## config.mk

```make
export PLATFORM = sky130hd
export DESIGN_NAME = hdm_front
export DESIGN_NICKNAME = d
export VERILOG_FILES = /design/src/design/hdm_pkg.sv /design/src/design/hdm_front.sv
export SDC_FILE = /design/constraint.sdc
export NUM_CORES = 1
export LEC_CHECK = 0
export BUFFER_PORTS_ARGS = -buffer_cell sky130_fd_sc_hd__buf_2
export CORE_MARGIN = 2
export CORE_UTILIZATION = 23
export DETAILED_ROUTE_END_ITERATION = 7
export PLACE_DENSITY = 0.41
export SKIP_LAST_GASP = 1
export SYNTH_ARGS = -nofsm -noshare
export SYNTH_HDL_FRONTEND = slang
export SYNTH_SLANG_ARGS = --single-unit
export TNS_END_PERCENT = 10
```

## constraint.sdc

```tcl
create_clock -name clk -period 10.9 [get_ports clk]
set_clock_uncertainty 0.1 [all_clocks]
set_input_delay 2.18 -clock clk [delete_from_list [all_inputs] [get_ports clk]]
set_output_delay 2.18 -clock clk [all_outputs]
set_load 0.1 [all_outputs]
```

## src/design/hdm_pkg.sv

```systemverilog
// hdm_pkg: shared types, constants and popcount helpers for the Hamming
// descriptor matcher. No dependencies.
package hdm_pkg;

  localparam int WORD_W    = 64;   // one descriptor word
  localparam int IN_WORDS  = 4;    // descriptor words carried by an input transfer
  localparam int PART_W    = 7;    // popcount of one 64-bit word
  localparam int DIST_W    = 9;
  localparam int IDX_W     = 10;
  localparam int CNT_W     = 16;
  localparam int THR_W     = 9;
  localparam int Q_DEPTH   = 4;
  localparam int Q_PTR_W   = 2;
  localparam int Q_CNT_W   = 3;
  localparam int APB_AW    = 3;
  localparam int APB_DW    = 32;

  localparam logic [DIST_W-1:0] NO_DIST      = 9'd511;
  localparam logic [THR_W-1:0]  THRESH_RESET = 9'd50;

  // input action codes
  localparam logic [1:0] ACT_CLEAR = 2'd0;
  localparam logic [1:0] ACT_LOAD  = 2'd1;
  localparam logic [1:0] ACT_CAND  = 2'd2;

  // register word index
  localparam logic [0:0] REG_MATCH_THRESHOLD = 1'b0;

  typedef enum logic [1:0] {
    KIND_CLEAR = 2'd0,
    KIND_LOAD  = 2'd1,
    KIND_CAND  = 2'd2
  } kind_t;

  typedef logic [PART_W-1:0] part_t;

  typedef struct packed {
    kind_t                   kind;
    part_t [IN_WORDS-1:0]    part;
    logic [IDX_W-1:0]        tidx;
    logic                    last;
  } q_entry_t;

  typedef struct packed {
    logic full;
    logic empty;
  } q_status_t;

  function automatic logic [5:0] pop32(input logic [31:0] v);
    logic [31:0] a;
    logic [31:0] b;
    logic [31:0] c;
    a = v - ((v >> 1) & 32'h55555555);
    b = (a & 32'h33333333) + ((a >> 2) & 32'h33333333);
    c = (b + (b >> 4)) & 32'h0F0F0F0F;
    return 6'(c[7:0] + c[15:8] + c[23:16] + c[31:24]);
  endfunction

  function automatic part_t pop64(input logic [WORD_W-1:0] v);
    return part_t'(pop32(v[31:0])) + part_t'(pop32(v[63:32]));
  endfunction

endpackage

```

## src/design/hdm_front.sv

```systemverilog
// hdm_front: takes input transfers, holds the query descriptor and turns
// each candidate into per-word popcounts. Depends on hdm_pkg.
module hdm_front #(
  parameter int DESC_WORDS = 4
) (
  input  logic                          clk,
  input  logic                          rst,
  input  logic                          in_valid,
  output logic                          in_stall,
  input  logic [1:0]                    action,
  input  logic [hdm_pkg::WORD_W-1:0]    desc_0,
  input  logic [hdm_pkg::WORD_W-1:0]    desc_1,
  input  logic [hdm_pkg::WORD_W-1:0]    desc_2,
  input  logic [hdm_pkg::WORD_W-1:0]    desc_3,
  input  logic [hdm_pkg::IDX_W-1:0]     target_index,
  input  logic                          last_candidate,
  input  hdm_pkg::q_status_t            q_status,
  input  logic                          sweeping,
  output logic                          push,
  output hdm_pkg::q_entry_t             push_data
);

  localparam int USED_WORDS = (DESC_WORDS < hdm_pkg::IN_WORDS) ? DESC_WORDS
                                                                : hdm_pkg::IN_WORDS;

  logic [hdm_pkg::WORD_W-1:0] desc_w [hdm_pkg::IN_WORDS];
  logic [hdm_pkg::WORD_W-1:0] query  [USED_WORDS];
  logic                       accepted;
  logic                       is_load;
  hdm_pkg::part_t [hdm_pkg::IN_WORDS-1:0] part;

  assign desc_w[0] = desc_0;
  assign desc_w[1] = desc_1;
  assign desc_w[2] = desc_2;
  assign desc_w[3] = desc_3;

  assign in_stall = q_status.full | sweeping;
  assign accepted = in_valid & ~in_stall;
  assign is_load  = (action == hdm_pkg::ACT_LOAD);

  for (genvar w = 0; w < hdm_pkg::IN_WORDS; w++) begin : g_word
    if (w < USED_WORDS) begin : g_used
      assign part[w] = hdm_pkg::pop64(query[w] ^ desc_w[w]);

      always_ff @(posedge clk) begin
        if (rst) begin
          query[w] <= '0;
        end else if (accepted && is_load) begin
          query[w] <= desc_w[w];
        end
      end
    end else begin : g_unused
      assign part[w] = '0;
    end
  end

  always_comb begin
    push           = 1'b0;
    push_data.kind = hdm_pkg::KIND_CAND;
    push_data.part = part;
    push_data.tidx = target_index;
    push_data.last = last_candidate;
    unique case (action)
      hdm_pkg::ACT_CLEAR: begin
        push           = accepted;
        push_data.kind = hdm_pkg::KIND_CLEAR;
      end
      hdm_pkg::ACT_LOAD: begin
        push           = accepted;
        push_data.kind = hdm_pkg::KIND_LOAD;
      end
      hdm_pkg::ACT_CAND: begin
        push           = accepted;
        push_data.kind = hdm_pkg::KIND_CAND;
      end
      default: begin
        // unused code: dropped
        push = 1'b0;
      end
    endcase
  end

endmodule

```

Yosys cells after proc, flatten, opt, wreduce, memory -nomap -nowiden
Memory sizes are Yosys's and may differ from the RTL's.
Index checks and enable logic that the tools add are counted.
{"block": "totals", "output_inout_bits": 43, "mem_bits_ro": 0, "ff_bits": 0, "inputBits": 275, "mem_count": 1, "wordCells": 80, "ram_bits": 256, "latch_bits": 0}
{"block": "op_classes", "order_cmp": 0, "n_mul": 0, "add_sub_neg": 52, "div_mod_pow": 0, "n_shift": 0, "muxes": 11, "bitwise_logic": 11, "n_reduce_logical": 3, "eq_ne": 2}
{"name": "query", "depth": 4, "width": 64, "rd": 4, "rd_clocked_by_memory_dff": 0, "write_ports": 4, "line": "hdm_front.sv:27", "rtl": "logic [hdm_pkg::WORD_W-1:0] query [USED_WORDS];"}
{"cell": "64-bit two-way mux", "n": 4}
{"cell": "32-bit by 31-bit subtractor with 32-bit output", "n": 8}
{"cell": "64-bit XOR", "n": 4}
{"cell": "30-bit by 30-bit adder with 31-bit output", "n": 8}
{"cell": "28-bit by 27-bit adder with 28-bit output", "n": 8}
{"cell": "6-bit by 4-bit adder with 6-bit output", "n": 10}
{"cell": "4-bit by 4-bit adder with 5-bit output", "n": 8}
{"cell": "5-bit by 4-bit adder with 6-bit output", "n": 6}
{"cell": "6-bit by 6-bit adder with 7-bit output", "n": 4}
{"cell": "1-bit two-way mux", "n": 6}
{"cell": "1-bit OR", "n": 5}
{"cell": "2-bit one-hot mux with 2 select lines", "n": 1}
{"cell": "3-bit OR reduction", "n": 1}
{"cell": "2-bit by 1-bit == test with 1-bit output (second input constant)", "n": 1}
{"cell": "2-bit == test (second input constant)", "n": 1}
{"cell": "2-bit logical NOT", "n": 1}
{"cell": "1-bit AND", "n": 1}
{"cell": "1-bit logical AND", "n": 1}
{"cell": "1-bit inverter", "n": 1}

Logic depth before layout (Yosys ltp)
Gate-level depths: netlist of run 1.
An unclocked memory read counts as a cell.
{"block": "depth", "word_depth": 9, "depth_mapped": 30, "mapped_depth_nobuf": 30}

Worst setup path before layout of run 1
No wires, ideal clock.
{"block": "synth_timing", "path_type": "input -> output", "start": "in desc_0[7] (netlist name)", "end": "out push_data[15] (netlist name)", "slack_ps": -1459, "required_ps": 8620, "t_arrival_ps": 10079, "path_stages": 24, "n_path_buf": 0, "cell_sequence": "xor2_1 > inv_1 > ha_1 > or4_1 > nor4_2 > o311ai_1 > a221o_1 > a221o_1 > a21oi_2 > xor2_1 > fa_1 > fa_1 > xor2_1 > fa_1 > inv_1 > fa_1 > fa_1 > inv_1 > fa_1 > inv_1 > ha_1 > inv_1 > fa_1 > xnor2_1"}
{"item": "start, declared", "line": "hdm_front.sv:11", "rtl": "input logic [hdm_pkg::WORD_W-1:0] desc_0,"}
{"item": "end, declared", "line": "hdm_front.sv:20", "rtl": "output hdm_pkg::q_entry_t push_data"}

==> impl_metrics.py, run 1 <==
metrics = {
    "grt": {
        "grt_usage": 0.120,
        "grt_pass1_wl_mm": 137,
        "grt_max_degree": 171,
        "grt_antenna_before_repair": 44,
        "grt_pass1_vias": 25500,
        "grt_overflow": 0,
    },
    "layout": {
        "largest_reg_flops": 256,
        "multi_input_area_sq_um": 23700,
        "design_area_sq_um": 42000,
        "final_cells": 5960,
        "final_cell_mix": "ha_1, inv_1, buf_4",
        "layout_commonest_cell": "ha_1",
        "final_util": 0.301,
        "area_growth_pct": 29.6,
        "regArea_sq_um": 7690,
        "fillers": 14800,
        "layout.nets": 5045,
        "top_register": "query",
        "drive_gt1_frac": 0.228,
        "top_regs": "query (256)",
    },
    "place": {
        "gp_congestion": 0.812,
        "detailedPlace.worstSlack_ps": -808,
        "dpl.hpwl_mm": 71.1,
        "port_buffers": 294,
        "dp_cells": 5865,
        "placed_cell_area_sq_um": 39700,
    },
    "routing": {
        "vias": 24400,
        "drcViolationCount": 0,
        "final_antenna_net_count": 0,
        "wire_per_inst_microns": 14.4,
        "wl_mm": 85.6,
        "drt-pass1-iter-count": 4,
        "detail_route.iter0.violations": 868,
        "routed_via_density": 4.10,
    },
    "sta": {
        "slew_violations": 0,
        "worst_slew_pin_slew_ps": 884,
        "max-slew-margin-rel": 0.411,
        "setup_slack_ps": -358,
        "hold_violations": 0,
        "post-route-period-util": 1.03,
        "rsz0062_at_grt": "yes",
        "fmax_ghz": 0.0888,
        "fin_crit_ps": 11260,
        "finalSetupViolCount": 12,
    },
    "clocking": {
        "clkSinkCount": 256,
        "cts_max_level": 2,
        "cts_tree": "built",
        "clock-root-buffer": "clkbuf_16",
        "postCtsHoldBufs": 0,
        "cts_made_buffers": 41,
        "clockBufferDepth": 3,
        "clk_pin_slew_ps": 70,
    },
    "logic_synthesis": {
        "ys_ff_latch": 256,
        "async_flop_share": 0,
        "synth_nets": 4330,
        "yosysWarnings": 0,
        "synth_edf_count": 256,
        "yosys_most_used_dff": "edfxtp_1",
        "post_synth_num_cell_types": 69,
        "seq_area_frac_synth": 0.237,
        "syn_area_sq_um": 32400,
        "avgSynthCellArea_sq_um": 9.73,
        "syn_inst": 3330,
    },
    "worst_setup_path": {
        "crit_arrival_ps": 8980,
        "start_kind": "input pin",
        "end_kind": "output pin",
        "crit_required_ps": 8620,
        "path_max_fanout": 2,
        "worst-path-buf-inv": 7,
        "critPathSlowestCell": "fa_1",
        "critical_path_class": "input pin to output pin",
        "cpPeakStageDelay_ps": 560,
        "crit_family": "adder cells",
        "crit_path_frequent_cell": "fa_1",
    },
    "die": {
        "die_h_microns": 379,
        "coreArea_sq_um": 140000,
        "top_level_ports": 318,
        "core.rowCount": 137,
        "dieArea_sq_um": 144000,
        "die_x_microns": 379,
        "start_util": 0.232,
    },
    "status": {
        "status": "complete, but fails checks",
        "violations": "negative setup slack",
    },
    "run": {
        "maxCapViolCount": 0,
    },
    "min_path": {
        "min_path_type": "input pin to flop",
    },
}
-- final timing paths --
kind | startpoint | slack, ps | to | cells after the start
hold / removal | desc_0[8] | 1760 | query[0][8] | 2
setup / recovery | desc_1[7] | -360 | push_data[23] | 28
-- layer usage --
layer | track usage | part of all wire | up-vias
li1 | - | - | 12600
met1 | 0.155 | 0.46 | 11300
met2 | 0.203 | 0.47 | 371
met3 | 0.0232 | 0.048 | 145
met4 | 0.0313 | 0.025 | 14
met5 | 0 | 0.00093 | -
-- cell type report --
cell class              instances  area share
multi-input cells            2538       0.565
flip-flops and latches        256       0.183
repair buffers                713       0.120
well taps                    1876      0.0559
inverters                     495      0.0444
clock buffers                  48      0.0251
clock inverters                25     0.00578
diodes                          9    0.000536
-- per-stage QoR --
step           setup TNS (ps)  hold slack (ps)
3_3_place_gp            -9610             2390
3_5_place_dp            -9190             2390
6_report                -3230             1760
5_1_grt                 -8570             1730
4_1_cts                 -6510             1700
2_1_floorplan           -2820             2280
-- logic make-up after synthesis --
| logic type | share of synthesized area |
|---|---|
| xor+xnor | 0.144 |
| fa+ha+maj | 0.321 |
| simple gates | 0.122 |
| buf+inv | 0.0634 |
| compound gates | 0.112 |
| flops | 0.237 |
-- Yosys cell counts (11+ instances only) --
master / instances / area (sq um)
a211o_1: 12 / 105
a211oi_1: 33 / 248
a21boi_0: 14 / 105
a21o_1: 81 / 608
a21oi_1: 134 / 671
a31oi_1: 12 / 75.1
and2_1: 261 / 1630
and3_1: 11 / 68.8
buf_4: 11 / 82.6
clkbuf_1: 29 / 109
edfxtp_1: 256 / 7690
fa_1: 178 / 3560
ha_1: 547 / 6840
inv_1: 488 / 1830
nand2_1: 161 / 604
nand2b_1: 36 / 225
nand3_1: 39 / 195
nand3b_1: 11 / 82.6
nand4_1: 33 / 206
nor2_1: 94 / 353
nor2b_1: 30 / 188
nor3_1: 27 / 135
o211ai_1: 21 / 158
o21ai_0: 78 / 390
o21ai_1: 26 / 130
o21bai_1: 12 / 90.1
o221ai_1: 13 / 114
o31ai_1: 29 / 218
xnor2_1: 289 / 2530
xor2_1: 239 / 2090
-- what timing repair did --
item                                    4_1_cts  5_1_grt
endpoints found under the setup margin       18       21
buffers inserted                              4       10
resized for setup                            55      102
pin swaps                                    61       68
Power of run 1 is left out: the tool's default activity adds up to more than one toggle a clock period on the data nets, which glitch-free logic cannot reach.
==> run 2: changes to the inputs <==
--- a/config.mk
+++ b/config.mk
@@ -9,7 +9,6 @@
 export CORE_MARGIN = 2
 export CORE_UTILIZATION = 23
 export DETAILED_ROUTE_END_ITERATION = 7
-export PLACE_DENSITY = 0.41
 export SKIP_LAST_GASP = 1
 export SYNTH_ARGS = -nofsm -noshare
 export SYNTH_HDL_FRONTEND = slang
==> impl_metrics.py, run 2 (same netlist as run 1, synthesis figures left out) <==
metrics = {
    "status": {
        "status": "complete, but fails checks",
        "violations": "negative setup slack",
    },
    "routing": {
        "wire_per_inst_microns": 13.9,
        "vias": 24700,
        "wl_mm": 82.8,
        "wl_met3_mm": 5.03,
        "wl_met2_mm": 38.0,
        "topRoutingLayerUsed": "met5",
        "final_antenna_net_count": 0,
        "routed_via_density": 4.15,
        "drcViolationCount": 0,
        "drt-met1-wl_mm": 38.0,
        "detail_route.iter0.violations": 956,
        "drt-pass1-iter-count": 5,
    },
    "worst_setup_path": {
        "path_max_fanout": 2,
        "cp-endpoint": "push_data[23]",
        "start_kind": "input pin",
        "end_kind": "output pin",
        "crit_path_frequent_cell": "fa_1",
        "startpoint": "desc_1[7]",
        "critical_path_class": "input pin to output pin",
        "crit_family": "adder cells",
        "critPathSlowestCell": "fa_1",
        "worst-path-buf-inv": 7,
        "crit_required_ps": 8620,
        "cp.depth": 28,
        "cpPeakStageDelay_ps": 540,
        "crit_arrival_ps": 8870,
    },
    "layout": {
        "area_growth_pct": 29.4,
        "layout_commonest_cell": "ha_1",
        "drive_gt1_frac": 0.229,
        "layout.nets": 5028,
        "final_util": 0.300,
        "final_cells": 5941,
        "final_cell_mix": "ha_1, inv_1, buf_4",
        "design_area_sq_um": 41900,
        "fillers": 14500,
        "largest_reg_flops": 256,
        "top_register": "query",
        "top_regs": "query (256)",
    },
    "place": {
        "gp_congestion": 0.849,
        "dp_cells": 5841,
        "port_buffers": 294,
        "dpl.hpwl_mm": 68.8,
        "placed_cell_area_sq_um": 39500,
    },
    "grt": {
        "grt_pass1_wl_mm": 132,
        "grt_overflow": 0,
        "grt_antenna_before_repair": 31,
        "grt_usage": 0.114,
        "grt_pass1_vias": 25700,
        "grt_max_degree": 101,
    },
    "sta": {
        "rsz0062_at_grt": "yes",
        "fin_crit_ps": 11150,
        "worst_slew_pin_slew_ps": 910,
        "whs_ps": 1770,
        "max-slew-margin-rel": 0.393,
        "hold_violations": 0,
        "fmax_ghz": 0.0897,
        "slew_violations": 0,
        "post-route-period-util": 1.02,
        "finalSetupViolCount": 10,
        "setup_slack_ps": -246,
    },
    "min_path": {
        "hold_start": "desc_2[38]",
        "min_path_type": "input pin to flop",
        "hold_depth": 2,
    },
    "die": {
        "die_x_microns": 379,
        "coreArea_sq_um": 140000,
        "core.rowCount": 137,
        "die_h_microns": 379,
        "start_util": 0.232,
        "top_level_ports": 318,
        "dieArea_sq_um": 144000,
    },
    "clocking": {
        "cts_tree": "built",
        "clock-root-buffer": "clkbuf_16",
        "clk_pin_slew_ps": 60,
        "cts_made_buffers": 40,
        "clockBufferDepth": 3,
        "cts_max_level": 2,
        "clkSinkCount": 256,
    },
    "run": {
        "maxCapViolCount": 0,
    },
}
==> run 2: cell count changes in the layout (fill, tap and decap cells not counted), moves of 4 or more <==
cell,before,now
buf_4,414,402
xnor2_2,10,17
xor2_2,14,19
inv_1,474,470
inv_2,19,23
xnor2_1,268,264
==> run 2: worst min path at each step <==
stage                               to  slack [ps]
after floorplan            query[0][0]        2280
after global placement    query[1][92]        2390
after detailed placement  query[0][45]        2390
after CTS                  query[0][2]        1700
after global routing      query[1][37]        1720
final                     query[1][38]        1770
==> run 2: per-stage QoR <==
step                      setup TNS [ps]  setup WS [ps]
after global placement             -7830           -806
after floorplan                    -2820           -307
after detailed placement           -8090           -768
after CTS                          -4770           -445
after global routing               -6170           -494
final                              -1840           -246
==> run 2: layout make-up <==
cell class | count | area [sq um] | area share
Sequential cell | 256 | 7690 | 0.183
Tap cell | 1876 | 2350 | 0.0560
Clock inverter | 25 | 355 | 0.00848
Antenna cell | 9 | 22.5 | 0.000537
Timing Repair Buffer | 697 | 4910 | 0.117
Multi-Input combinational cell | 2538 | 23700 | 0.566
Inverter | 495 | 1870 | 0.0445
Clock buffer | 45 | 1020 | 0.0243
==> run 2: timing repair <==
item                                    CTS  global route
hold buffers                              0             0
pin swaps                                60            86
buffers inserted                          7            17
resized for setup                        53           121
endpoints found under the setup margin   15            20
==> run 2: routing by layer <==
metal,vias to the layer above,track usage
met4,24,0.0261
li1,12600,-
met1,11600,0.149
met5,-,0
met3,111,0.0259
met2,421,0.191
Power of run 2 is left out for the same reason.
==> run 3: changes to the inputs <==
--- a/config.mk
+++ b/config.mk
@@ -9,7 +9,6 @@
 export CORE_MARGIN = 2
 export CORE_UTILIZATION = 23
 export DETAILED_ROUTE_END_ITERATION = 7
-export SKIP_LAST_GASP = 1
 export SYNTH_ARGS = -nofsm -noshare
 export SYNTH_HDL_FRONTEND = slang
 export SYNTH_SLANG_ARGS = --single-unit
==> impl_metrics.py, run 3 (same netlist as run 1, synthesis figures left out) <==
metrics = {
    "status": {
        "status": "complete, but fails checks",
        "violations": "negative setup slack",
    },
    "sta": {
        "slew_violations": 0,
        "post-route-period-util": 1.02,
        "worst_slew_pin_slew_ps": 916,
        "fmax_ghz": 0.0901,
        "hold_violations": 0,
        "fin_crit_ps": 11100,
        "max-slew-margin-rel": 0.389,
        "rsz0062_at_grt": "yes",
        "setup_slack_ps": -200,
        "setup_tns_ps": -1250,
        "whs_ps": 1770,
        "finalSetupViolCount": 10,
    },
    "layout": {
        "fillers": 14500,
        "area_growth_pct": 29.7,
        "largest_reg_flops": 256,
        "drive_gt1_frac": 0.233,
        "final_cell_mix": "ha_1, inv_1, buf_4",
        "top_regs": "query (256)",
        "top_register": "query",
        "layout.nets": 5026,
        "regArea_sq_um": 7690,
        "multi_input_area_sq_um": 23800,
        "layout_commonest_cell": "ha_1",
    },
    "die": {
        "core.rowCount": 137,
        "die_x_microns": 379,
        "die_h_microns": 379,
        "start_util": 0.232,
        "coreArea_sq_um": 140000,
        "top_level_ports": 318,
        "dieArea_sq_um": 144000,
    },
    "grt": {
        "gr-usage-met3": 0.0258,
        "grt_pass1_wl_mm": 132,
        "busiest_layer": "met2",
        "grt_max_degree": 101,
        "grt_antenna_before_repair": 31,
        "met1_usage": 0.149,
        "grt_pass1_vias": 25700,
        "grt_usage": 0.114,
        "grt_overflow": 0,
        "grt.met2_usage": 0.191,
    },
    "routing": {
        "vias": 24700,
        "wire_per_inst_microns": 14.0,
        "final_antenna_net_count": 0,
        "wl_mm": 82.9,
        "routed_via_density": 4.17,
        "drcViolationCount": 0,
        "detail_route.iter0.violations": 911,
        "drt-pass1-iter-count": 5,
    },
    "worst_setup_path": {
        "end_kind": "output pin",
        "crit_path_frequent_cell": "fa_1",
        "cpPeakStageDelay_ps": 530,
        "path_max_fanout": 2,
        "crit_arrival_ps": 8820,
        "critical_path_class": "input pin to output pin",
        "worst-path-buf-inv": 6,
        "crit_family": "adder cells",
        "start_kind": "input pin",
        "critPathSlowestCell": "fa_1",
        "crit_required_ps": 8620,
    },
    "clocking": {
        "clk_pin_slew_ps": 60,
        "cts_max_level": 2,
        "clock-root-buffer": "clkbuf_16",
        "postCtsHoldBufs": 0,
        "clockBufferDepth": 3,
        "clkSinkCount": 256,
        "cts_made_buffers": 40,
        "cts_tree": "built",
    },
    "place": {
        "port_buffers": 294,
        "gp_congestion": 0.849,
        "dpl.hpwl_mm": 68.8,
    },
    "run": {
        "maxCapViolCount": 0,
    },
    "min_path": {
        "min_path_type": "input pin to flop",
    },
}
==> run 3: changes by cell type in the layout (fill, tap and decap cells not counted), sizes merged <==
cell and delta:
clkbuf +1, diode -2, buf -3
==> run 3: timing repair <==
action	in CTS	in global routing
setup endpoints to repair	15	20
cloned	0	0
pin swaps	62	93
setup buffers	7	15
gates resized for setup	55	144
==> run 3: through the flow <==
| step | setup slack (ps) | std cells | util | instance area [sq um] |
|---|---|---|---|---|
| 6_report | -200 | 5937 | 0.301 | 42000 |
| 5_1_grt | -470 | 5933 | 0.301 | 42000 |
| 4_1_cts | -445 | 5916 | 0.295 | 41200 |
| 3_5_place_dp | -768 | 5841 | 0.283 | 39500 |
| 3_3_place_gp | -806 | 5841 | 0.283 | 39500 |
| 2_1_floorplan | -307 | 3330 | - | 32600 |
==> run 3: final timing paths <==
path / from / to / slack (ps) / depth (start not counted)
worst max-delay path: desc_0[9] / push_data[16] / -200 / 27
worst min-delay path: desc_2[38] / query[1][38] / 1770 / 2
==> run 3: per-layer routing <==
metal  wire [microns]  vias to the layer above
li1                 -                    12600
met1            38000                    11600
met2            38300                      447
met3             4980                      116
met4             1540                       24
met5              147                        -
==> run 3: final cells by class <==
class,count,area share
multi-input cells,2538,0.567
clock buffers,45,0.0243
inverters,495,0.0444
well taps,1876,0.0559
flip-flops and latches,256,0.183
clock inverters,25,0.00846
repair buffers,695,0.117
diodes,7,0.000417
Power of run 3 is left out for the same reason.
