--- src/design/hdm_pkg.sv ---
// hdm_pkg: shared types, constants and popcount helpers for the Hamming
// descriptor matcher. No dependencies.
package hdm_pkg;

  localparam int WORD_W    = 64;   // one descriptor word
  localparam int IN_WORDS  = 4;    // descriptor words carried by an input transfer
  localparam int PART_W    = 7;    // popcount of one 64-bit word
  localparam int DIST_W    = 9;
  localparam int IDX_W     = 10;
  localparam int CNT_W     = 16;
  localparam int THR_W     = 9;
  localparam int Q_DEPTH   = 4;
  localparam int Q_PTR_W   = 2;
  localparam int Q_CNT_W   = 3;
  localparam int APB_AW    = 3;
  localparam int APB_DW    = 32;

  localparam logic [DIST_W-1:0] NO_DIST      = 9'd511;
  localparam logic [THR_W-1:0]  THRESH_RESET = 9'd50;

  // input action codes
  localparam logic [1:0] ACT_CLEAR = 2'd0;
  localparam logic [1:0] ACT_LOAD  = 2'd1;
  localparam logic [1:0] ACT_CAND  = 2'd2;

  // register word index
  localparam logic [0:0] REG_MATCH_THRESHOLD = 1'b0;

  typedef enum logic [1:0] {
    KIND_CLEAR = 2'd0,
    KIND_LOAD  = 2'd1,
    KIND_CAND  = 2'd2
  } kind_t;

  typedef logic [PART_W-1:0] part_t;

  typedef struct packed {
    kind_t                   kind;
    part_t [IN_WORDS-1:0]    part;
    logic [IDX_W-1:0]        tidx;
    logic                    last;
  } q_entry_t;

  typedef struct packed {
    logic full;
    logic empty;
  } q_status_t;

  function automatic logic [5:0] pop32(input logic [31:0] v);
    logic [31:0] a;
    logic [31:0] b;
    logic [31:0] c;
    a = v - ((v >> 1) & 32'h55555555);
    b = (a & 32'h33333333) + ((a >> 2) & 32'h33333333);
    c = (b + (b >> 4)) & 32'h0F0F0F0F;
    return 6'(c[7:0] + c[15:8] + c[23:16] + c[31:24]);
  endfunction

  function automatic part_t pop64(input logic [WORD_W-1:0] v);
    return part_t'(pop32(v[31:0])) + part_t'(pop32(v[63:32]));
  endfunction

endpackage

--- src/design/hdm_fifo.sv ---
// hdm_fifo: short queue of classified items between front and back.
// Depends on hdm_pkg.
module hdm_fifo (
  input  logic               clk,
  input  logic               rst,
  input  logic               push,
  input  hdm_pkg::q_entry_t  push_data,
  input  logic               pop,
  output hdm_pkg::q_entry_t  head,
  output hdm_pkg::q_status_t status
);

  hdm_pkg::q_entry_t               slots [hdm_pkg::Q_DEPTH];
  logic [hdm_pkg::Q_PTR_W-1:0]     wr_ptr;
  logic [hdm_pkg::Q_PTR_W-1:0]     rd_ptr;
  logic [hdm_pkg::Q_CNT_W-1:0]     count;
  logic                            do_push;
  logic                            do_pop;

  assign status.full  = (count == hdm_pkg::Q_CNT_W'(hdm_pkg::Q_DEPTH));
  assign status.empty = (count == '0);
  assign do_push      = push & ~status.full;
  assign do_pop       = pop & ~status.empty;
  assign head         = slots[rd_ptr];

  always_ff @(posedge clk) begin
    if (do_push) begin
      slots[wr_ptr] <= push_data;
    end
  end

  always_ff @(posedge clk) begin
    if (rst) begin
      wr_ptr <= '0;
      rd_ptr <= '0;
      count  <= '0;
    end else begin
      if (do_push) wr_ptr <= wr_ptr + 1'b1;
      if (do_pop)  rd_ptr <= rd_ptr + 1'b1;
      unique case ({do_push, do_pop})
        2'b10:   count <= count + 1'b1;
        2'b01:   count <= count - 1'b1;
        default: count <= count;
      endcase
    end
  end

endmodule

--- config.mk ---
export PLATFORM = sky130hd
export DESIGN_NAME = hdm_fifo
export DESIGN_NICKNAME = d
export VERILOG_FILES = /design/src/design/hdm_pkg.sv /design/src/design/hdm_fifo.sv
export SDC_FILE = /design/constraint.sdc
export NUM_CORES = 1
export LEC_CHECK = 0
export BUFFER_PORTS_ARGS = -buffer_cell sky130_fd_sc_hd__buf_2
export CORE_AREA = 2 2 141 143
export DETAILED_ROUTE_END_ITERATION = 6
export DIE_AREA = 0 0 143 145
export SYNTH_ARGS = -nofsm -noshare
export SYNTH_HDL_FRONTEND = slang
export SYNTH_SLANG_ARGS = --single-unit
export TNS_END_PERCENT = 30
--- constraint.sdc ---
create_clock -name clk -period 2.5 [get_ports clk]
set_clock_uncertainty 0.2 [all_clocks]
set_input_delay 0.25 -clock clk [delete_from_list [all_inputs] [get_ports clk]]
set_output_delay 0.25 -clock clk [all_outputs]
set_load 0.02 [all_outputs]
Word-level counts from Yosys, hierarchy flattened
Memories as Yosys holds them, arrays and structs flattened. A register that Yosys moved wholly into a read port is not among the register bits.
Cells that the tools add are included.
{"block": "word_totals", "ff_bits": 7, "ramBits": 164, "in_bits": 45, "out_inout_bits": 43, "wordCells": 22, "n_memories": 1}
{"name": "slots", "depth": 4, "width": 41, "read_ports": 1, "rd_clocked_by_memory_dff": 1, "wr": 1, "line_no": "hdm_fifo.sv:13", "source": "hdm_pkg::q_entry_t slots [hdm_pkg::Q_DEPTH];"}
{"block": "op_classes", "n_addsub": 4, "n_eq_ne": 3, "mux": 5, "n_bitwise": 4, "reduce_logical": 2}
{"cell": "one-hot mux 3 bit (2 select lines)", "n": 1}
{"cell": "adder 2 x 1 -> 2 bit (second input constant)", "n": 2}
{"cell": "two-way mux 2 bit", "n": 2}
{"cell": "adder 3 x 1 -> 3 bit (second input constant)", "n": 1}
{"cell": "equality test 3 bit (second input constant)", "n": 1}
{"cell": "zero test 3 bit", "n": 1}
{"cell": "subtractor 3 x 1 -> 3 bit (second input constant)", "n": 1}
{"cell": "bitwise AND 1 bit", "n": 2}
{"cell": "equality test 2 x 1 -> 1 bit (second input constant)", "n": 1}
{"cell": "equality test 2 bit (second input constant)", "n": 1}
{"cell": "two-way mux 1 bit", "n": 2}
{"cell": "inverter 1 bit", "n": 2}
{"cell": "nonzero test 2 bit", "n": 1}

Logic depth before layout (Yosys ltp)
Gate-level depths: netlist (run 1).
{"block": "logic_depth", "ltp_word": 5, "mapped_depth": 9, "depth_no_buf": 9}

Worst setup path after synthesis (run 1)
No wires, ideal clock.
{"block": "synth_path", "kind": "reg-to-reg", "startpoint": "register count[2] in the netlist's numbering", "endpoint": "register count[2] in the netlist's numbering", "arrival_time_ns": 2.147, "t_required_ns": 2.230, "slack_ns": 0.083, "stages_incl_launch_ff": 10, "cell_sequence": "dfxtp_1 > nor3b_2 > nor2_2 > inv_1 > ha_1 > inv_1 > fa_1 > xor2_1 > or3_1 > a21oi_1"}
{"item": "from (decl)", "line_no": "hdm_fifo.sv:16", "source": "logic [hdm_pkg::Q_CNT_W-1:0] count;"}
{"item": "from (signal assigned)", "line_no": "hdm_fifo.sv:41", "source": "2'b10: count <= count + 1'b1;"}
{"item": "from (signal assigned)", "line_no": "hdm_fifo.sv:42", "source": "2'b01: count <= count - 1'b1;"}
{"item": "from (signal assigned)", "line_no": "hdm_fifo.sv:43", "source": "default: count <= count;"}

Worst setup path in the final report (run 1)
{"block": "layout_path", "startpoint": "register count[2] in the netlist's numbering", "endpoint": "register count[2] in the netlist's numbering"}
{"block": "layout_between", "elab_chain_len": 5, "word_cells_on_any_way": 12}
{"item": "equality test 3 bit or zero test 3 bit (tied branches)", "line_no": "hdm_fifo.sv:20, hdm_fifo.sv:21"}
{"item": "inverter 1 bit, on equally long branches", "line_no": "hdm_fifo.sv:22, hdm_fifo.sv:23"}
{"item": "bitwise AND 1 bit, on equally long branches", "line_no": "hdm_fifo.sv:22, hdm_fifo.sv:23"}
{"item": "equality test 2 x 1 -> 1 bit or equality test 2 bit (tied branches)", "line_no": "hdm_fifo.sv:40", "source": "unique case ({do_push, do_pop})"}
{"item": "one-hot mux 3 bit (2 select lines) or nonzero test 2 bit (tied branches)"}
Several ways; a longest one is shown, not always the timed one.
A chain may end at the register's enable or synchronous reset.

==> results.yml, run 1 <==
min_path:
  hold_class: "primary input to flip-flop"
  whs_endpoint: "wr_ptr[0]"
  hp-start: "push"
  min_path_cells: 4
floorplanning:
  start_util_pct: 33.6
  die_area_um2: 20700
  coreArea_um2: 19200
  dieHeight_um: 145
  num_rows: 51
  io_pins: 88
  die_w_um: 143
cells_and_area:
  multi_input_area_um2: 1210
  area.sequential_um2: 5110
  stdcell_count: 693
  final_cell_mix: "edfxtp_1 (164), buf_2 (87), dlygate4sd3_1 (43), mux4_2 (40), clkbuf_16 (17)"
  layout_commonest_cell: "edfxtp_1"
  antenna_cells: 0
  nets: 468
  fill_cells: 1690
  final_area_um2: 8230
  fin_util_pct: 42.9
  area_growth_syn_to_layout_pct: 27.5
  drive_above_1_share_pct: 40.4
sta:
  relSlewSlack_pct: 81.0
  grt_setup_unrepaired: "no"
  slew_viol_final: 0
  final-setup-viol-count: 0
  tightest_slew_ns: 0.285
  finalCritPeriodShare_pct: 94.9
  layout_setup_ws_ns: 0.127
  max_clock_freq_mhz: 421
  hold_viol: 0
  setup_tns_ns: 0
  period_needed_ns: 2.37
setup_path:
  r2r_setup_slack_ns: 0.13
  r2r_start: "count[2]"
  startpoint_type: "flip-flop"
  cp.required_ns: 2.65
  critPathMostFrequentCell: "inv_1"
  reg2reg_to: "count[2]"
  path_max_fanout: 6
  arrival_ns: 2.52
  crit_chain: "nor3b_4 > nor2_2 > inv_1 > ha_1 > inv_1 > fa_1 > xor2_1 > or3_1 > a21oi_1"
  cp_slowest_stage_delay_ns: 0.40
  worstSetupPathType: "flip-flop to flip-flop"
  reg2reg_depth: 9
  slowest_stage: "fa_1"
  end_kind: "flip-flop"
global_routing:
  grt_usage_pct: 12.0
  grt_max_degree: 42
  grt_overflow: 0
  antenna_found_initial: 0
  grt_pass1_wl_mm: 18.4
  grt_pass1_vias: 3379
synth:
  yosys.area.top_type_share_pct: 76.3
  synth_edf_count: 164
  synth-async-reset-ratio_pct: 0
  yosysSeqAreaShare_pct: 79.1
  synth-seq-cells: 173
  synthFlopType: "edfxtp_1"
  ys_warn_count: 0
  synth_largest_area_cell: "edfxtp_1"
  synth_nets: 320
  syn_area_per_cell_um2: 24.0
  syn_inst: 269
  synth.area.top_cells: "edfxtp_1 (76%), mux4_2 (14%), dfxtp_1 (2.8%), buf_12 (1.2%), ha_1 (0.97%)"
  syn_area_um2: 6450
  synthDistinctLibCells: 24
routing:
  route.detailed.drc: 0
  drtAntennaViolNets: 0
  vias: 3128
  dr.pass1.iters: 4
  drt-wirelength-per-cell_um: 17.0
  post_drt_via_cell_ratio: 4.51
  drt_iter0_drc: 226
  drt-total-wl_mm: 11.8
clock_tree:
  cts_inserted_buffers: 17
  clk-insertion-delay-late_ns: 0.42
  clkTransAtPathRegs_ns: 0.06
  cts_num_sinks: 173
  ctsLongestPathBuffers: 2
  cts_root_buffer: "clkbuf_16"
  cts_tree: "built"
  htreeDepth: 4
place:
  place_area_um2: 7240
  pre_cts_ws_ns: 0.0703
  place_congestion: 0.713
  io_buffers: 87
  placedCellCount: 617
  hpwl_mm: 6.65
pwr:
  irDropWorstVdd_uv: 461
  power.density_nw_per_um2: 976
  total_leakage_power_uw: 0.00277
status:
  status: "complete, no violations"
flow_run:
  maxCapViolCount: 0
routing by layer:
| layer | global-route usage, % | wire length [um] | vias to the layer above |
|---|---|---|---|
| met5 | 0 | 0 | - |
| met3 | 3.76 | 529 | 19 |
| met2 | 19.9 | 6020 | 70 |
| met4 | 4.90 | 199 | 0 |
| li1 | - | - | 1407 |
| met1 | 14.5 | 5020 | 1632 |
metrics by stage:
step	total power, uW	hold slack (ns)
after floorplan	5130	0.149
after global routing	8420	0.0432
final	8030	0.0353
after global placement	5640	0.260
after detailed placement	5680	0.268
after CTS	8160	0.00961
state kept, by name (all words and copies together) (netlist names), named ones only:
register,flops
slots,164
count,3
wr_ptr,2
rd_ptr,2
power breakdown:
group          total [uW]  leakage, uW  internal, uW  switching [uW]
Combinational        2110     0.000954           965            1140
Clock                2340     0.000237          1350             992
Sequential           3580      0.00158          3470             106
Total                8030      0.00277          5790            2240
synthesized netlist by cell type (3+ instances only):
master	count
or3_1	3
edfxtp_1	164
ha_1	5
o21ai_0	3
mux4_2	40
and2_1	4
nor2_1	5
xor2_1	3
inv_1	8
buf_2	4
dfxtp_1	9
buf_12	4
a21oi_1	4
logic make-up (layout without fill, tap and decap cells):
logic type	count (synthesis)	in the layout	share of synthesized area (%)
AO/OA/AOI/OAI	8	8	0.736
multiplexers	42	42	14.5
XOR/XNOR	3	3	0.407
flip-flops	173	173	79.1
buffers and inverters	19	178	2.31
AND/OR/NAND/NOR	18	18	1.67
adder cells (fa/ha/maj)	6	6	1.28
final cells by class:
class	count	area share [%]
sequential	173	62.1
multi-input combinational	77	14.7
timing repair buffer	140	12.5
clock buffer	23	5.44
tap	265	4.03
clock inverter	7	0.836
inverter	8	0.365
worst max path at each step:
| stage | start | end | slack, ns | cells after the start |
|---|---|---|---|---|
| after floorplan | count[2] | count[2] | 0.08 | 9 |
| after global routing | count[2] | count[2] | 0.006 | 9 |
| after detailed placement | count[2] | count[2] | 0.07 | 9 |
| after global placement | count[2] | count[2] | 0.24 | 9 |
| final | count[2] | count[2] | 0.13 | 9 |
| after CTS | count[2] | count[2] | 0.05 | 9 |
critical path: cells and delay by family (launching register included):
family                   cells  cell delay [ns]
AO/OA/AOI/OAI                1             0.15
XOR/XNOR                     1             0.17
adder cells (fa/ha/maj)      2             0.60
buffers and inverters        2             0.13
flip-flops                   1             0.37
AND/OR/NAND/NOR              3             0.67
repair_timing:
item / CTS / global route
resized for setup: 0 / 4
endpoints found under the hold margin: 172 / 0
setup buffers: 2 / 1
setup endpoints to repair: 10 / 1
hold buffers: 43 / 0
pin swaps: 0 / 1
Note: power is estimated with default switching activity, not from simulation.
==> run 2, diff against run 1 <==
Settings changed: ABC_AREA set to 1, CORE_AREA 2 2 141 143 to 2 2 142 144, DIE_AREA 0 0 143 145 to 0 0 144 146.
==> results.yml, run 2 <==
synth:
  synthDistinctLibCells: 18
  yosysSeqAreaShare_pct: 77.8
  synth.most_common_cell: "edfxtp_1"
  synth-seq-cells: 173
  syn_area_um2: 6560
  syn_area_per_cell_um2: 14.1
  synth-async-reset-ratio_pct: 0
  synth_nets: 517
  ys_warn_count: 0
  yosys.area.top_type_share_pct: 75.0
  synthTopCellsByCount: "edfxtp_1 (164), nor2_1 (91), o21ai_1 (47), o22ai_1 (41), o21ai_0 (37)"
  synth_largest_area_cell: "edfxtp_1"
  synthFlopType: "edfxtp_1"
  syn_inst: 466
  synth.area.top_cells: "edfxtp_1 (75%), nor2_1 (5.2%), o22ai_1 (3.9%), o21ai_1 (3.6%), o21ai_0 (2.8%)"
  synth_edf_count: 164
setup_path:
  cp.required_ns: 2.05
  path_max_fanout: 40
  r2r_start: "count[1]"
  startpoint_type: "flip-flop"
  worstSetupPathType: "flip-flop to primary output"
  reg2reg_depth: 12
  arrival_ns: 1.94
  r2r_setup_slack_ns: 0.29
  reg2reg_to: "count[2]"
  end_kind: "primary output"
sta:
  final-setup-viol-count: 0
  grt_setup_unrepaired: "no"
  finalCritPeriodShare_pct: 95.5
  relSlewSlack_pct: 66.4
  max_clock_freq_mhz: 419
  hold_viol: 0
  setup_tns_ns: 0
  period_needed_ns: 2.39
  tightest_slew_ns: 0.504
  slew_viol_final: 0
place:
  place_area_um2: 7320
  hpwl_mm: 8.56
  placedCellCount: 807
  io_buffers: 87
  place_congestion: 0.755
flow_run:
  maxCapViolCount: 0
clock_tree:
  htreeDepth: 4
  postCtsSetupRepairBufs: 0
  ctsResizeCount: 0
  cts_tree: "built"
  cts_inserted_buffers: 17
  ctsLongestPathBuffers: 2
  cts_root_buffer: "clkbuf_16"
  clk-insertion-delay-late_ns: 0.42
  cts_num_sinks: 173
  clkTransAtPathRegs_ns: 0.06
pwr:
  clockPowerShare_pct: 28.2
  p_sw_uw: 2530
  p_sw_share_pct: 32.1
  p_seq_share_pct: 45.1
  p_int_uw: 5340
  power.density_nw_per_um2: 953
  comb_power_share_pct: 26.7
  p_total_uw: 7870
  irDropWorstVdd_uv: 498
  total_leakage_power_uw: 0.00294
floorplanning:
  start_util_pct: 33.9
  num_rows: 51
  die_area_um2: 21000
  die_w_um: 144
  io_pins: 88
  dieHeight_um: 146
  coreArea_um2: 19300
cells_and_area:
  largest_reg_flops: 164
  final_area_um2: 8260
  layout_commonest_cell: "edfxtp_1"
  nets: 657
  largest-register: "slots"
  area_growth_syn_to_layout_pct: 25.8
  stdcell_count: 882
  final_cell_mix: "edfxtp_1 (164), nor2_1 (87), buf_2 (87), o21ai_1 (47), dlygate4sd3_1 (45)"
  largestRegisters: "slots (164), count (3)"
  drive_above_1_share_pct: 21.8
routing:
  drt-wirelength-per-cell_um: 15.9
  vias: 4144
  drtAntennaViolNets: 0
  drt_iter0_drc: 268
  post_drt_via_cell_ratio: 4.70
  dr.pass1.iters: 5
  route.detailed.drc: 0
  drt-total-wl_mm: 14.0
global_routing:
  antenna_found_initial: 0
  grt_pass1_wl_mm: 21.8
  grt_overflow: 0
  grt_max_degree: 43
  grt_usage_pct: 13.8
  grt_pass1_vias: 4248
min_path:
  min_path_cells: 2
  hold_class: "flip-flop to flip-flop"
  hp-start: "rd_ptr[1]"
status:
  status: "complete, no violations"
==> run 2: cell types whose count changed after synthesis, sizes merged, moves of 2 or more <==
cell | previous run | this run
xor2 | 3 | 0
nand3 | 0 | 5
nand2b | 2 | 0
buf | 11 | 25
o21ai | 3 | 84
nor2 | 6 | 92
inv | 8 | 20
or3 | 3 | 0
nand2 | 1 | 15
and2 | 4 | 0
o22ai | 0 | 41
mux4 | 41 | 0
==> run 2: final cells by class <==
| cell class | instances | area [um^2] |
|---|---|---|
| Antenna cell | 1 | 2.50 |
| Multi-Input combinational cell | 248 | 1250 |
| Tap cell | 265 | 332 |
| Inverter | 20 | 75.1 |
| Fill cell | 1778 | 11100 |
| Clock inverter | 8 | 48.8 |
| Clock buffer | 21 | 440 |
| Sequential cell | 173 | 5110 |
| Timing Repair Buffer | 146 | 1000 |
==> run 2: logic make-up (layout without fill, tap and decap cells) <==
family	after synthesis	in the layout	share of synthesized area (%)
compound gates	130	130	10.7
buf+inv	45	195	3.68
other cells	0	1	0
simple gates	112	112	6.58
fa+ha+maj	6	6	1.26
flops	173	173	77.8
==> run 2: per-layer routing <==
metal	global-route usage (%)	vias to the layer above	routed length, um
li1	-	1993	-
met4	4.41	0	189
met1	16.9	2012	6100
met3	4.54	17	768
met5	0	-	0
met2	23.0	122	6980
==> run 2: critical path, cell delays in order, from the launching register on <==
cell and delay [ns]:
dfxtp_4 0.47, buf_4 0.41, o21ai_1 0.13, o22ai_1 0.26, buf_2 0.22
==> run 2: metrics by stage <==
step / hold slack, ns / util, % / setup slack, ns
after detailed placement: 0.265 / 37.8 / 0.329
final: 0.297 / 42.7 / 0.112
after floorplan: 0.119 / - / -0.475
after CTS: 0.300 / 42.7 / 0.0923
after global placement: 0.261 / 37.8 / 0.449
after global routing: 0.332 / 42.7 / 0.0133
==> run 2: worst max path at each step <==
stage,cells past startpoint,end,from,slack (ns)
2_1_floorplan,4,slots[0][0],count[1],-0.48
3_3_place_gp,12,count[2],count[1],0.45
3_5_place_dp,12,count[2],count[1],0.33
4_1_cts,4,head[7],flip-flop,0.09
5_1_grt,5,head[17],flip-flop,0.01
6_report,4,head[10],flip-flop,0.11
==> run 2: repair_timing <==
item	in CTS	in global routing
hold endpoints to repair	171	0
hold buffers	45	0
endpoints found under the setup margin	0	0
==> run 2: power groups by stage <==
stage / Sequential [uW] / Combinational (uW) / Clock [uW]
after floorplan: 3580 / 1410 / 0
after global placement: 3600 / 2020 / 0
after detailed placement: 3610 / 2080 / 0
after CTS: 3550 / 2140 / 2280
after global routing: 3570 / 2320 / 2400
final: 3550 / 2110 / 2220
==> run 3, diff against run 2 <==
Settings changed: CORE_AREA 2 2 142 144 to 2 2 136 151, DIE_AREA 0 0 144 146 to 0 0 138 153.
==> results.yml, run 3 (same netlist as run 2, synthesis figures left out) <==
pwr:
  total_leakage_power_uw: 0.00302
  power.density_nw_per_um2: 999
  irDropWorstVdd_uv: 445
  p_total_uw: 8400
status:
  status: "complete, no violations"
setup_path:
  reg2reg_depth: 12
  cp_slowest_stage_delay_ns: 0.58
  end_kind: "primary output"
  startpoint_type: "flip-flop"
  slowest_stage: "dfxtp_4"
  cp.required_ns: 2.05
  worstSetupPathType: "flip-flop to primary output"
  r2r_start: "count[1]"
  arrival_ns: 1.90
  r2r_setup_slack_ns: 0.31
  reg2reg_to: "count[2]"
  setup.worst_path.end: "head[18]"
  path_max_fanout: 30
  crit_chain: "buf_4 > o21ai_1 > o22ai_1 > buf_2"
place:
  hpwl_mm: 8.72
  io_buffers: 87
  place_congestion: 0.740
  place_area_um2: 7340
routing:
  post_drt_via_cell_ratio: 4.82
  drt-wirelength-per-cell_um: 16.5
  drt-total-wl_mm: 14.3
  vias: 4198
  route.detailed.drc: 0
  dr.pass1.iters: 4
  drtAntennaViolNets: 0
  drt_iter0_drc: 224
sta:
  tightest_slew_ns: 0.483
  hold_viol: 0
  hold-worst-slack_ns: 0.310
  grt_setup_unrepaired: "no"
  period_needed_ns: 2.35
  slew_viol_final: 0
  finalCritPeriodShare_pct: 93.9
  relSlewSlack_pct: 67.8
  final-setup-viol-count: 0
  max_clock_freq_mhz: 426
floorplanning:
  coreArea_um2: 19600
  die_w_um: 138
  dieHeight_um: 153
  start_util_pct: 33.5
  io_pins: 88
  num_rows: 54
  die_area_um2: 21100
cells_and_area:
  antenna_cells: 0
  fin_util_pct: 42.9
  final_area_um2: 8410
  largest_reg_flops: 164
  multi_input_area_um2: 1250
  largestRegisters: "slots (164), count (3)"
  drive_above_1_share_pct: 22.8
  layout_commonest_cell: "edfxtp_1"
  fill_cells: 1762
  final_cell_mix: "edfxtp_1 (164), nor2_1 (87), buf_2 (87), o21ai_1 (47), dlygate4sd3_1 (45)"
  area_growth_syn_to_layout_pct: 28.1
  nets: 657
  largest-register: "slots"
  area.sequential_um2: 5110
clock_tree:
  clkTransAtPathRegs_ns: 0.07
  cts_tree: "built"
  cts_root_buffer: "clkbuf_16"
  ctsLongestPathBuffers: 2
  cts_num_sinks: 173
  clk-insertion-delay-late_ns: 0.43
  htreeDepth: 4
  cts_inserted_buffers: 17
  postCtsSetupRepairBufs: 0
global_routing:
  grt_pass1_wl_mm: 23.0
  antenna_found_initial: 0
  grt_pass1_vias: 4412
  grt_overflow: 0
  grt_max_degree: 53
  grt_usage_pct: 14.0
min_path:
  hold_class: "flip-flop to flip-flop"
flow_run:
  maxCapViolCount: 0
## run 3: cell types whose count changed in the layout (fill, tap and decap cells not counted), moves of 3 or more
cell	before	now
buf_4	13	7
inv_6	0	5
buf_12	1	4
buf_6	0	3
bufinv_16	0	3
## run 3: cell type report
type / instances / share of cell area (%)
flip-flops and latches: 173 / 60.8
clock inverters: 13 / 2.10
inverters: 20 / 0.893
clock buffers: 19 / 5.15
well taps: 252 / 3.75
multi-input cells: 248 / 14.8
repair buffers: 146 / 12.5
## run 3: layer usage
layer,up-vias,share of wire (%),GRT usage (%)
met5,-,0,0
met4,0,1.4,5.78
met1,2083,43,16.6
met3,15,4.6,3.57
met2,100,51,24.4
li1,2000,-,-
## run 3: worst min-delay path by stage
stage                    to  slack [ns]  cells after the start     startpoint
4_1_cts           flip-flop        0.32                      2      rd_ptr[1]
6_report          flip-flop        0.31                      2      rd_ptr[1]
2_1_floorplan     wr_ptr[0]        0.12                      1            rst
5_1_grt           flip-flop        0.34                      2      rd_ptr[1]
3_5_place_dp   slots[2][40]        0.27                      1  push_data[40]
3_3_place_gp   slots[3][40]        0.26                      1  push_data[40]
## run 3: power by group
group | switching, uW | leakage, uW | internal, uW
registers | 136 | 0.00158 | 3450
logic | 1430 | 0.00114 | 683
clock network | 1100 | 0.000293 | 1600
total | 2670 | 0.00302 | 5730
## run 3: through the flow
| stage | cells | setup slack [ns] | setup TNS (ns) |
|---|---|---|---|
| after detailed placement | 794 | 0.350 | 0 |
| after floorplan | 466 | -0.475 | -77.94 |
| after global routing | 871 | 0.00530 | 0 |
| final | 871 | 0.151 | 0 |
| after CTS | 871 | 0.0228 | 0 |
| after global placement | 794 | 0.428 | 0 |
## run 3: timing repair
action                     CTS  global route
hold endpoints to repair   171             0
setup endpoints to repair    0             2
resized for setup            0             3
hold buffers                45             0
## run 3: worst max-delay path, delay by kind of cell (launching register included)
kind	cells	cell delay (ns)
flops	1	0.58
buf+inv	2	0.57
compound gates	2	0.32
